<file path="src/hdl/dht_pkg.sv">
// Types and constants for the decimal/hex text to integer parser.
package dht_pkg;

  localparam logic [7:0] CHAR_NUL   = 8'h00;
  localparam logic [7:0] CHAR_0     = 8'h30;
  localparam logic [7:0] CHAR_9     = 8'h39;
  localparam logic [7:0] CHAR_LO_A  = 8'h61;
  localparam logic [7:0] CHAR_LO_F  = 8'h66;
  localparam logic [7:0] CHAR_UP_A  = 8'h41;
  localparam logic [7:0] CHAR_UP_F  = 8'h46;
  localparam logic [7:0] CHAR_LO_X  = 8'h78;
  localparam logic [7:0] CHAR_UP_X  = 8'h58;

  localparam logic [3:0] DEC_LIMIT  = 4'd10;
  localparam logic [3:0] HEX_LIMIT  = 4'd8;
  localparam logic [3:0] CNT_MAX    = 4'd15;

  localparam logic [1:0] POS_FIRST  = 2'd0;
  localparam logic [1:0] POS_SECOND = 2'd1;
  localparam logic [1:0] POS_LATER  = 2'd2;

  // Classification of one character.
  typedef struct packed {
    logic       is_end;     // end flag or NUL character
    logic       is_x;       // 'x' or 'X'
    logic       is_zero;    // '0'
    logic       dec_ok;     // '0'..'9'
    logic       hex_ok;     // '0'..'9', 'a'..'f', 'A'..'F'
    logic [3:0] digit;      // digit value, valid when hex_ok
  } dht_char_t;

endpackage

</file>
<file path="src/hdl/dht_char_decode.sv">
// Character classifier: end detection, prefix letter and digit value.
module dht_char_decode
  import dht_pkg::*;
(
  input  logic [7:0] text_char_i,
  input  logic       end_of_text_i,
  output dht_char_t  class_o
);

  logic       is_dec;
  logic       is_lo;
  logic       is_up;
  logic [3:0] dec_off;
  logic [3:0] lo_off;
  logic [3:0] up_off;

  assign is_dec  = (text_char_i >= CHAR_0)    && (text_char_i <= CHAR_9);
  assign is_lo   = (text_char_i >= CHAR_LO_A) && (text_char_i <= CHAR_LO_F);
  assign is_up   = (text_char_i >= CHAR_UP_A) && (text_char_i <= CHAR_UP_F);
  // low nibble of the difference only needs the low nibbles
  assign dec_off = text_char_i[3:0] - CHAR_0[3:0];
  assign lo_off  = text_char_i[3:0] - CHAR_LO_A[3:0];
  assign up_off  = text_char_i[3:0] - CHAR_UP_A[3:0];

  always_comb begin
    class_o.is_end  = end_of_text_i || (text_char_i == CHAR_NUL);
    class_o.is_x    = (text_char_i == CHAR_LO_X) || (text_char_i == CHAR_UP_X);
    class_o.is_zero = (text_char_i == CHAR_0);
    class_o.dec_ok  = is_dec;
    class_o.hex_ok  = is_dec || is_lo || is_up;
    if (is_dec) begin
      class_o.digit = dec_off;
    end else if (is_lo) begin
      class_o.digit = lo_off + 4'd10;
    end else begin
      class_o.digit = up_off + 4'd10;
    end
  end

endmodule

</file>
<file path="src/hdl/dht_parse_core.sv">
// Parser state: accumulator, digit count, prefix tracking and result logic.
module dht_parse_core
  import dht_pkg::*;
(
  input  logic        clk_i,
  input  logic        rst_ni,
  input  logic        step_i,
  input  dht_char_t   item_i,
  output logic [31:0] value_o,
  output logic        error_o
);

  logic [31:0] acc_q, acc_d;
  logic [3:0]  cnt_q, cnt_d;
  logic [1:0]  pos_q, pos_d;
  logic        first_zero_q, first_zero_d;
  logic        hex_q, hex_d;
  logic        bad_q, bad_d;

  logic        digit_ok;
  logic        prefix;
  logic        too_long;
  logic [31:0] acc_dec;
  logic [31:0] acc_hex;

  assign digit_ok = hex_q ? item_i.hex_ok : item_i.dec_ok;
  assign prefix   = (pos_q == POS_SECOND) && first_zero_q && !hex_q && item_i.is_x;
  // acc * 10 + d as two shifted copies plus the digit
  assign acc_dec  = {acc_q[28:0], 3'b000} + {acc_q[30:0], 1'b0} + {28'd0, item_i.digit};
  assign acc_hex  = {acc_q[27:0], item_i.digit};

  assign too_long = cnt_q > (hex_q ? HEX_LIMIT : DEC_LIMIT);
  assign value_o  = too_long ? 32'd0 : acc_q;
  assign error_o  = too_long || bad_q;

  always_comb begin
    acc_d        = acc_q;
    cnt_d        = cnt_q;
    pos_d        = pos_q;
    first_zero_d = first_zero_q;
    hex_d        = hex_q;
    bad_d        = bad_q;
    if (step_i) begin
      if (item_i.is_end) begin
        acc_d        = '0;
        cnt_d        = '0;
        pos_d        = POS_FIRST;
        first_zero_d = 1'b0;
        hex_d        = 1'b0;
        bad_d        = 1'b0;
      end else if (prefix) begin
        hex_d = 1'b1;
        acc_d = '0;
        cnt_d = '0;
        bad_d = 1'b0;
        pos_d = POS_LATER;
      end else begin
        if (cnt_q != CNT_MAX) begin
          cnt_d = cnt_q + 4'd1;
        end
        if (!bad_q) begin
          if (!digit_ok) begin
            bad_d = 1'b1;
          end else if (hex_q) begin
            acc_d = acc_hex;
          end else begin
            acc_d = acc_dec;
          end
        end
        if (pos_q == POS_FIRST) begin
          first_zero_d = item_i.is_zero;
        end
        if (pos_q != POS_LATER) begin
          pos_d = pos_q + 2'd1;
        end
      end
    end
  end

  always_ff @(posedge clk_i or negedge rst_ni) begin
    if (!rst_ni) begin
      acc_q        <= '0;
      cnt_q        <= '0;
      pos_q        <= POS_FIRST;
      first_zero_q <= 1'b0;
      hex_q        <= 1'b0;
      bad_q        <= 1'b0;
    end else begin
      acc_q        <= acc_d;
      cnt_q        <= cnt_d;
      pos_q        <= pos_d;
      first_zero_q <= first_zero_d;
      hex_q        <= hex_d;
      bad_q        <= bad_d;
    end
  end

endmodule

</file>
<file path="src/hdl/decimal_hex_text_to_integer_unit.sv">
// Streaming parser of decimal or 0x-prefixed hex text into a 32-bit unsigned value.
// Takes one character per cycle while the input is not stalled, with no gaps between
// strings. Each transfer lands in an input register; from there it updates the parser
// state (a shift-add multiply by ten or a 4-bit shift) and, for an end item or a NUL
// character, loads the value and error flag into the output register, so a result
// passes through the input register and then the output register. Input stall is
// raised only when an end item sits in the input register while the output register
// still holds a result that the downstream side has not taken; a character in the
// input register otherwise never waits.
module decimal_hex_text_to_integer_unit
  import dht_pkg::*;
(
  input  logic        clk_i,
  input  logic        rst_ni,
  input  logic        in_valid_i,
  output logic        in_stall_o,
  input  logic [7:0]  text_char_i,
  input  logic        end_of_text_i,
  output logic        out_valid_o,
  input  logic        out_stall_i,
  output logic [31:0] number_value_o,
  output logic        parse_error_o
);

  logic        in_valid_q;
  logic [7:0]  char_q;
  logic        eot_q;
  logic        out_valid_q;
  logic [31:0] value_q;
  logic        error_q;

  dht_char_t   item;
  logic        out_free;
  logic        step;
  logic        load_out;
  logic        in_take;
  logic [31:0] res_value;
  logic        res_error;

  dht_char_decode u_decode (
    .text_char_i   (char_q),
    .end_of_text_i (eot_q),
    .class_o       (item)
  );

  dht_parse_core u_core (
    .clk_i   (clk_i),
    .rst_ni  (rst_ni),
    .step_i  (step),
    .item_i  (item),
    .value_o (res_value),
    .error_o (res_error)
  );

  assign out_free   = !out_valid_q || !out_stall_i;
  assign step       = in_valid_q && (!item.is_end || out_free);
  assign load_out   = step && item.is_end;
  assign in_stall_o = in_valid_q && !step;
  assign in_take    = in_valid_i && !in_stall_o;

  always_ff @(posedge clk_i or negedge rst_ni) begin
    if (!rst_ni) begin
      in_valid_q  <= 1'b0;
      out_valid_q <= 1'b0;
    end else begin
      if (!in_stall_o) begin
        in_valid_q <= in_valid_i;
      end
      if (out_free) begin
        out_valid_q <= load_out;
      end
    end
  end

  always_ff @(posedge clk_i) begin
    if (in_take) begin
      char_q <= text_char_i;
      eot_q  <= end_of_text_i;
    end
    if (load_out) begin
      value_q <= res_value;
      error_q <= res_error;
    end
  end

  assign out_valid_o    = out_valid_q;
  assign number_value_o = value_q;
  assign parse_error_o  = error_q;

endmodule

</file>
<file path="config.mk">
export PLATFORM = sky130hd
export DESIGN_NAME = decimal_hex_text_to_integer_unit
export DESIGN_NICKNAME = d
export VERILOG_FILES = /design/src/hdl/dht_pkg.sv /design/src/hdl/dht_char_decode.sv /design/src/hdl/dht_parse_core.sv /design/src/hdl/decimal_hex_text_to_integer_unit.sv
export SDC_FILE = /design/constraint.sdc
export NUM_CORES = 1
export LEC_CHECK = 0
export ABC_CLOCK_PERIOD_IN_PS = 4550
export BUFFER_PORTS_ARGS = -buffer_cell sky130_fd_sc_hd__buf_4
export CORE_MARGIN = 3
export CORE_UTILIZATION = 50
export DETAILED_ROUTE_END_ITERATION = 12
export PLACE_DENSITY_LB_ADDON = 0.2
export SYNTH_ARGS = -nofsm -noshare
export SYNTH_HDL_FRONTEND = slang
export SYNTH_SLANG_ARGS = --single-unit
</file>
<file path="constraint.sdc">
create_clock -name clk_i -period 4.55 [get_ports clk_i]
set_input_delay 1.365 -clock clk_i [delete_from_list [all_inputs] [get_ports clk_i]]
set_output_delay 1.365 -clock clk_i [all_outputs]
set_load 0.1 [all_outputs]
</file>
Word level (Yosys, flattened, before mapping)
Index checks and enable logic that the tools add are counted.

Logic and storage cells: 91. Output and inout port bits: 35. Flip-flop bits (word level): 85. Bits of input ports: 13.

Reduce and logical (&&, ||, !) cells: 35. Muxes and demuxes: 23. Add/sub/neg operators: 6. Order comparisons: 7. Equality and inequality tests: 8.

Operators by type and width (count): $mux W32 (5); $add A32 B32 Y32 (1); $add A32 B4 Y32 (1); $eq A8 B7 Y1 const B (2); $ge A8 B7 Y1 const B (2); $le A8 B7 Y1 const B (2); $mux W4 (4); $logic_and A1 B1 Y1 (10); $mux W1 (10); $reduce_bool A3 Y1 (3); $eq A8 B6 Y1 const B (1); $ge A8 B6 Y1 const B (1); $le A8 B6 Y1 const B (1); $logic_not A8 Y1 (1); $mux W2 (4); $logic_or A1 B1 Y1 (7); $logic_not A1 Y1 (6); $reduce_and A2 Y1 (3); $reduce_and A3 Y1 (2); $add A4 B1 Y4 const B (1); $add A4 B4 Y4 const B (1); $gt A4 B4 Y1 (1); $ne A2 B2 Y1 const B (2); $ne A4 B4 Y1 const B (1); other kinds (6) (7).

Longest topological paths before layout
Depth in word-level cells: 9. Depth in mapped cells: 18. Mapped depth without buffers: 18.

By module
Synthesis repeated with hierarchy kept, for this count alone.

Cells, all modules: 571. Area, all modules: 5791.8 um^2.

By module, submodules not included: dht_parse_core (sequential area each 1026.0 um^2, area each 4147.7 um^2, instances 1, cells an instance 482); decimal_hex_text_to_integer_unit (sequential area each 1311.3 um^2, area each 1366.3 um^2, instances 1, cells an instance 54); dht_char_decode (sequential area each 0.0 um^2, area each 277.8 um^2, instances 1, cells an instance 35).

Least setup slack after synthesis
OpenSTA, ideal clock, no wires.

Kind: register to register. Start point: register char_q[0]. End point: register u_core.acc_q[28]. Data required time: 4.421 ns. Data arrival time: 3.792 ns. Library setup time: 0.129 ns. Stages on the path, launching flop included: 18. Path buffers: 0. Period minus slack after synthesis: 3.921 ns. Slack: 0.629 ns. Cells stage by stage: edfxtp_1 > inv_1 > ha_1 > o21bai_1 > a21o_1 > nand2_1 > xnor2_1 > fa_1 > inv_1 > fa_1 > nor2b_4 > o31a_1 > o41ai_4 > o32ai_2 > o41a_1 > a311oi_2 > xor2_1 > o21ai_1.

Word-level cells in the longest chain between the ends: 9. Elaborated cells on any way between the ends: 33. Classes of those cells: add/sub: 3; order compare: 6; eq/ne: 3; mux: 7; reduce/logical: 14.

RTL lines: from (decl) (line decimal_hex_text_to_integer_unit.sv:26) `logic [7:0] char_q;`; from (signal assigned) (line decimal_hex_text_to_integer_unit.sv:77) `char_q <= text_char_i;`; $sub A4 B1 Y4, or another cell as far along (line dht_char_decode.sv:22, dht_char_decode.sv:23); $add A4 B4 Y4 / $logic_and A1 B1 Y1 (equally long branches) (line dht_char_decode.sv:34, dht_char_decode.sv:36, dht_char_decode.sv:17); $mux W4 (line dht_char_decode.sv:31) `if (is_dec) begin`; $add A32 B4 Y32 (line dht_parse_core.sv:29) `assign acc_dec = {acc_q[28:0], 3'b000} + {acc_q[30:0], 1'b0} + {28'd0, item_i.digit};`; $mux W32 (line dht_parse_core.sv:64) `end else if (hex_q) begin`; $mux W32 (line dht_parse_core.sv:62) `if (!digit_ok) begin`; $mux W32 (line dht_parse_core.sv:61) `if (!bad_q) begin`; $mux W32 (line dht_parse_core.sv:51) `end else if (prefix) begin`; $mux W32 (line dht_parse_core.sv:44) `if (item_i.is_end) begin`; to (signal assigned) (line dht_parse_core.sv:82) `acc_q <= '0;`; to (signal assigned) (line dht_parse_core.sv:89) `acc_q <= acc_d;`; to (decl) (line dht_parse_core.sv:13) `logic [31:0] acc_q, acc_d;`.

Parallel ways exist; a longest one is shown, timed or not. The select of a mux whose other input is x is not followed. A chain may end at the register's enable or synchronous reset.

Worst setup path after layout
Ends and elaborated chain as after synthesis.

==> results.sh <==
export IMPL_worstReg2RegEnd="u_core.acc_q[28]"
export IMPL_dp_cells=712
export IMPL_cts_sinks=85
export IMPL_areaGrowthSynthToFinish_pct=13.1
export IMPL_status="completed"
export IMPL_diodes=0
export IMPL_fin_util=0.597
export IMPL_ys_flop_type="dfrtp_1"
export IMPL_ys_seq_elements=85
export IMPL_finalCriticalPeriod_ns=4.25
export IMPL_clk_path_buf_depth=2
export IMPL_clockRootBuffer="clkbuf_8"
export IMPL_p_per_area_mw_per_mm2=276
export IMPL_hpwl_um=8740
export IMPL_numCtsBuffers=9
export IMPL_route_detailed_drc=0
export IMPL_endpoint="u_core.acc_q[28]"
export IMPL_final_common_cell="ha_1"
export IMPL_slowest_stage="fa_1"
export IMPL_synth_distinct_cells=55
export IMPL_die_w_um=112
export IMPL_ir_drop_mv=0.143
export IMPL_gp_congestion=0.919
export IMPL_endpoint_kind="flop"
export IMPL_cp_data_arrival_time_ns=4.50
export IMPL_fillCellCount=911
export IMPL_yosysWarnings=0
export IMPL_final_max_slew_violation_count=0
export IMPL_clk_latency_ns=0.36
export IMPL_r2r_start="char_q[0]"
export IMPL_fp_dieH_um=112
export IMPL_hp_class="flop to flop"
export IMPL_finalSetupViolCount=0
export IMPL_layout_nets=669
export IMPL_cts_tree="yes"
export IMPL_cap_violations=0
export IMPL_grt_max_degree=44
export IMPL_critPathMaxStageDelay_ns=0.47
export IMPL_wl_per_cell_um=17.1
export IMPL_groute_usage_overall=0.205
export IMPL_grt_overflow_total=0
export IMPL_fin_area_sq_mm=0.00630
export IMPL_place_area_sq_mm=0.00607
export IMPL_numPortBuffers=47
export IMPL_start_util=0.528
export IMPL_stdcell_count=728
export IMPL_async_flop_share=0.506
export IMPL_syn_inst=544
export IMPL_syn_area_sq_mm=0.00557
export IMPL_cp_startpoint="char_q[0]"
export IMPL_worstSetupPathType="flop to flop"
export IMPL_cts_hold_buf=0
export IMPL_leakagePower_nw=3.00
export IMPL_layout_drive_gt1_share=0.133
export IMPL_synth_avg_cell_area_sq_um=10.2
export IMPL_path_max_fanout=6
export IMPL_dr_pass1_iters=6
export IMPL_grt_pass1_vias=4269
export IMPL_synth_top_area_frac=0.226
export IMPL_clk_pin_slew_ns=0.09
export IMPL_total_power_mw=1.74
export IMPL_syn_num_nets=626
export IMPL_dieArea_sq_mm=0.0124
export IMPL_r2r_cells=17
export IMPL_worst_slew_pin_slew_ns=1.11
export IMPL_post_route_period_util=0.934
export IMPL_io_pins=48
export IMPL_synth_top_cells_by_area="edfxtp_1, dfrtp_1, ha_1"
export IMPL_wl_um=12500
export IMPL_core_area_sq_mm=0.0106
export IMPL_grt_pass1_wl_um=21100
export IMPL_synth_top_cell_by_area="edfxtp_1"
export IMPL_antenna_left=0
export IMPL_rows=37
export IMPL_path_cells="inv_1 -> ha_1 -> o21bai_1 -> a21o_1 -> nand2_1 -> xnor2_2 -> fa_1 -> inv_1 -> fa_1 -> nor2b_4 -> o31a_1 -> o41ai_4 -> o32ai_2 -> o41a_1 -> a311oi_2 -> xor2_1 -> o21ai_1"
export IMPL_relSlewSlack=0.257
export IMPL_htreeDepth=3
export IMPL_synth_edff_count=42
export IMPL_drt_iter0_markers=302
export IMPL_skew_ns=0.00949
export IMPL_yosysSeqAreaShare=0.420
export IMPL_finalHoldViolations=0
export IMPL_vias=4322
export IMPL_final_cell_mix="ha_1, buf_4, nand2_1, dfrtp_1, edfxtp_1"
export IMPL_rsz0062_at_grt="no"
export IMPL_crit_required_ns=4.80
export IMPL_vias_per_cell=5.94
export IMPL_rrSetupSlack_ns=0.30
export IMPL_setup_worst_path_start_class="flop"
export IMPL_grt_antenna_before_repair=0
export IMPL_max_freq_ghz=0.235
export IMPL_setup_tns_final_ns=0
[how the worst min path moves through the flow]
stage                   startpoint                   to  slack [ns]  cells after the start
3_5_place_dp   u_core.first_zero_q  u_core.first_zero_q        0.47                      2
3_3_place_gp   u_core.first_zero_q  u_core.first_zero_q        0.46                      2
4_1_cts        u_core.first_zero_q  u_core.first_zero_q        0.49                      2
5_1_grt            u_core.pos_q[1]      u_core.pos_q[1]        0.54                      1
6_report       u_core.first_zero_q  u_core.first_zero_q        0.49                      2
2_1_floorplan  u_core.first_zero_q  u_core.first_zero_q        0.45                      2
[layer usage]
metal / up-vias / global-route usage / part of all wire / routed length [um]
li1: 2105 / - / - / -
met1: 2087 / 0.283 / 0.46 / 5750
met2: 106 / 0.331 / 0.48 / 5930
met3: 24 / 0.0261 / 0.041 / 506
met4: 0 / 0.0795 / 0.022 / 276
met5: - / 0 / 0 / 0
[state kept, by name, summed over array words and instances (netlist names)]
name and count:
u_core.bad_q 1, u_core.pos_q 2, char_q 8, u_core.first_zero_q 1, u_core.acc_q 32, out_valid_o 1
parse_error_o 1, number_value_o 32, in_valid_q 1, eot_q 1, u_core.hex_q 1, u_core.cnt_q 4
[synth_stat cells, types with 2 or more instances]
library cell and instances:
a211oi_1 7, a21o_1 18, a21oi_1 33, a221o_1 2, a22o_1 15, a22oi_1 10, a32o_1 2, a32oi_1 4
a41oi_1 2, and2_1 37, and3_1 4, clkbuf_1 20, dfrtp_1 43, edfxtp_1 42, fa_1 2, ha_1 67
inv_1 17, nand2_1 50, nand2b_1 4, nand3_1 7, nand4_1 9, nor2_1 24, nor2b_1 2, nor3_1 3
nor3b_1 4, o211ai_1 2, o21a_1 6, o21ai_0 42, o21ai_1 2, o21bai_1 8, o31a_1 2, o31ai_1 3
or2_2 2, or3_1 2, xnor2_1 16, xor2_1 12
[power breakdown]
| group | switching, mW | leakage, nW | internal (mW) | total, mW |
|---|---|---|---|---|
| combinational | 0.186 | 1.89 | 0.0696 | 0.256 |
| sequential | 0.0253 | 0.997 | 0.842 | 0.867 |
| clock | 0.288 | 0.106 | 0.326 | 0.614 |
| total | 0.499 | 3.00 | 1.24 | 1.74 |
[cell families (layout without fill, tap and decap cells)]
logic type,Yosys count,after routing,synth area share
flip-flops,85,85,0.420
multiplexers,2,2,0.00382
AND/OR/NAND/NOR,153,153,0.141
buffers and inverters,39,87,0.0270
adder cells (fa/ha/maj),69,69,0.158
XOR/XNOR,28,28,0.0440
AO/OA/AOI/OAI,168,168,0.207
[worst max-delay path, delay by kind of cell (launching register included)]
kind,cells,cell delay [ns]
AOI/OAI and AO/OA,8,2.04
adders and majority gates,3,0.97
DFF,1,0.41
xor gates and xnor gates,2,0.35
buffers and inverters,2,0.21
and+or+nand+nor,2,0.17
[area by class of cell]
cell class	instances	area, sq um	area share
clock buffers	11	141	0.0224
repair buffers	53	398	0.0632
flip-flops and latches	85	2340	0.371
multi-input cells	420	3100	0.492
inverters	18	67.6	0.0107
well taps	136	170	0.0270
clock inverters	5	83.8	0.0133
[repair_timing]
action / CTS / global route
hold endpoints to repair: 0 / 0
setup buffers: 0 / 0
gates resized for setup: 0 / 2
endpoints found under the setup margin: 0 / 6
[stage by stage]
step | hold slack (ns) | setup WS [ns]
global placement | 0.462 | 0.441
global route | 0.543 | 0.0543
floorplan | 0.448 | 0.629
detailed placement | 0.470 | 0.268
CTS | 0.488 | 0.242
finish | 0.493 | 0.301
Power figures use the tool's default switching activity.
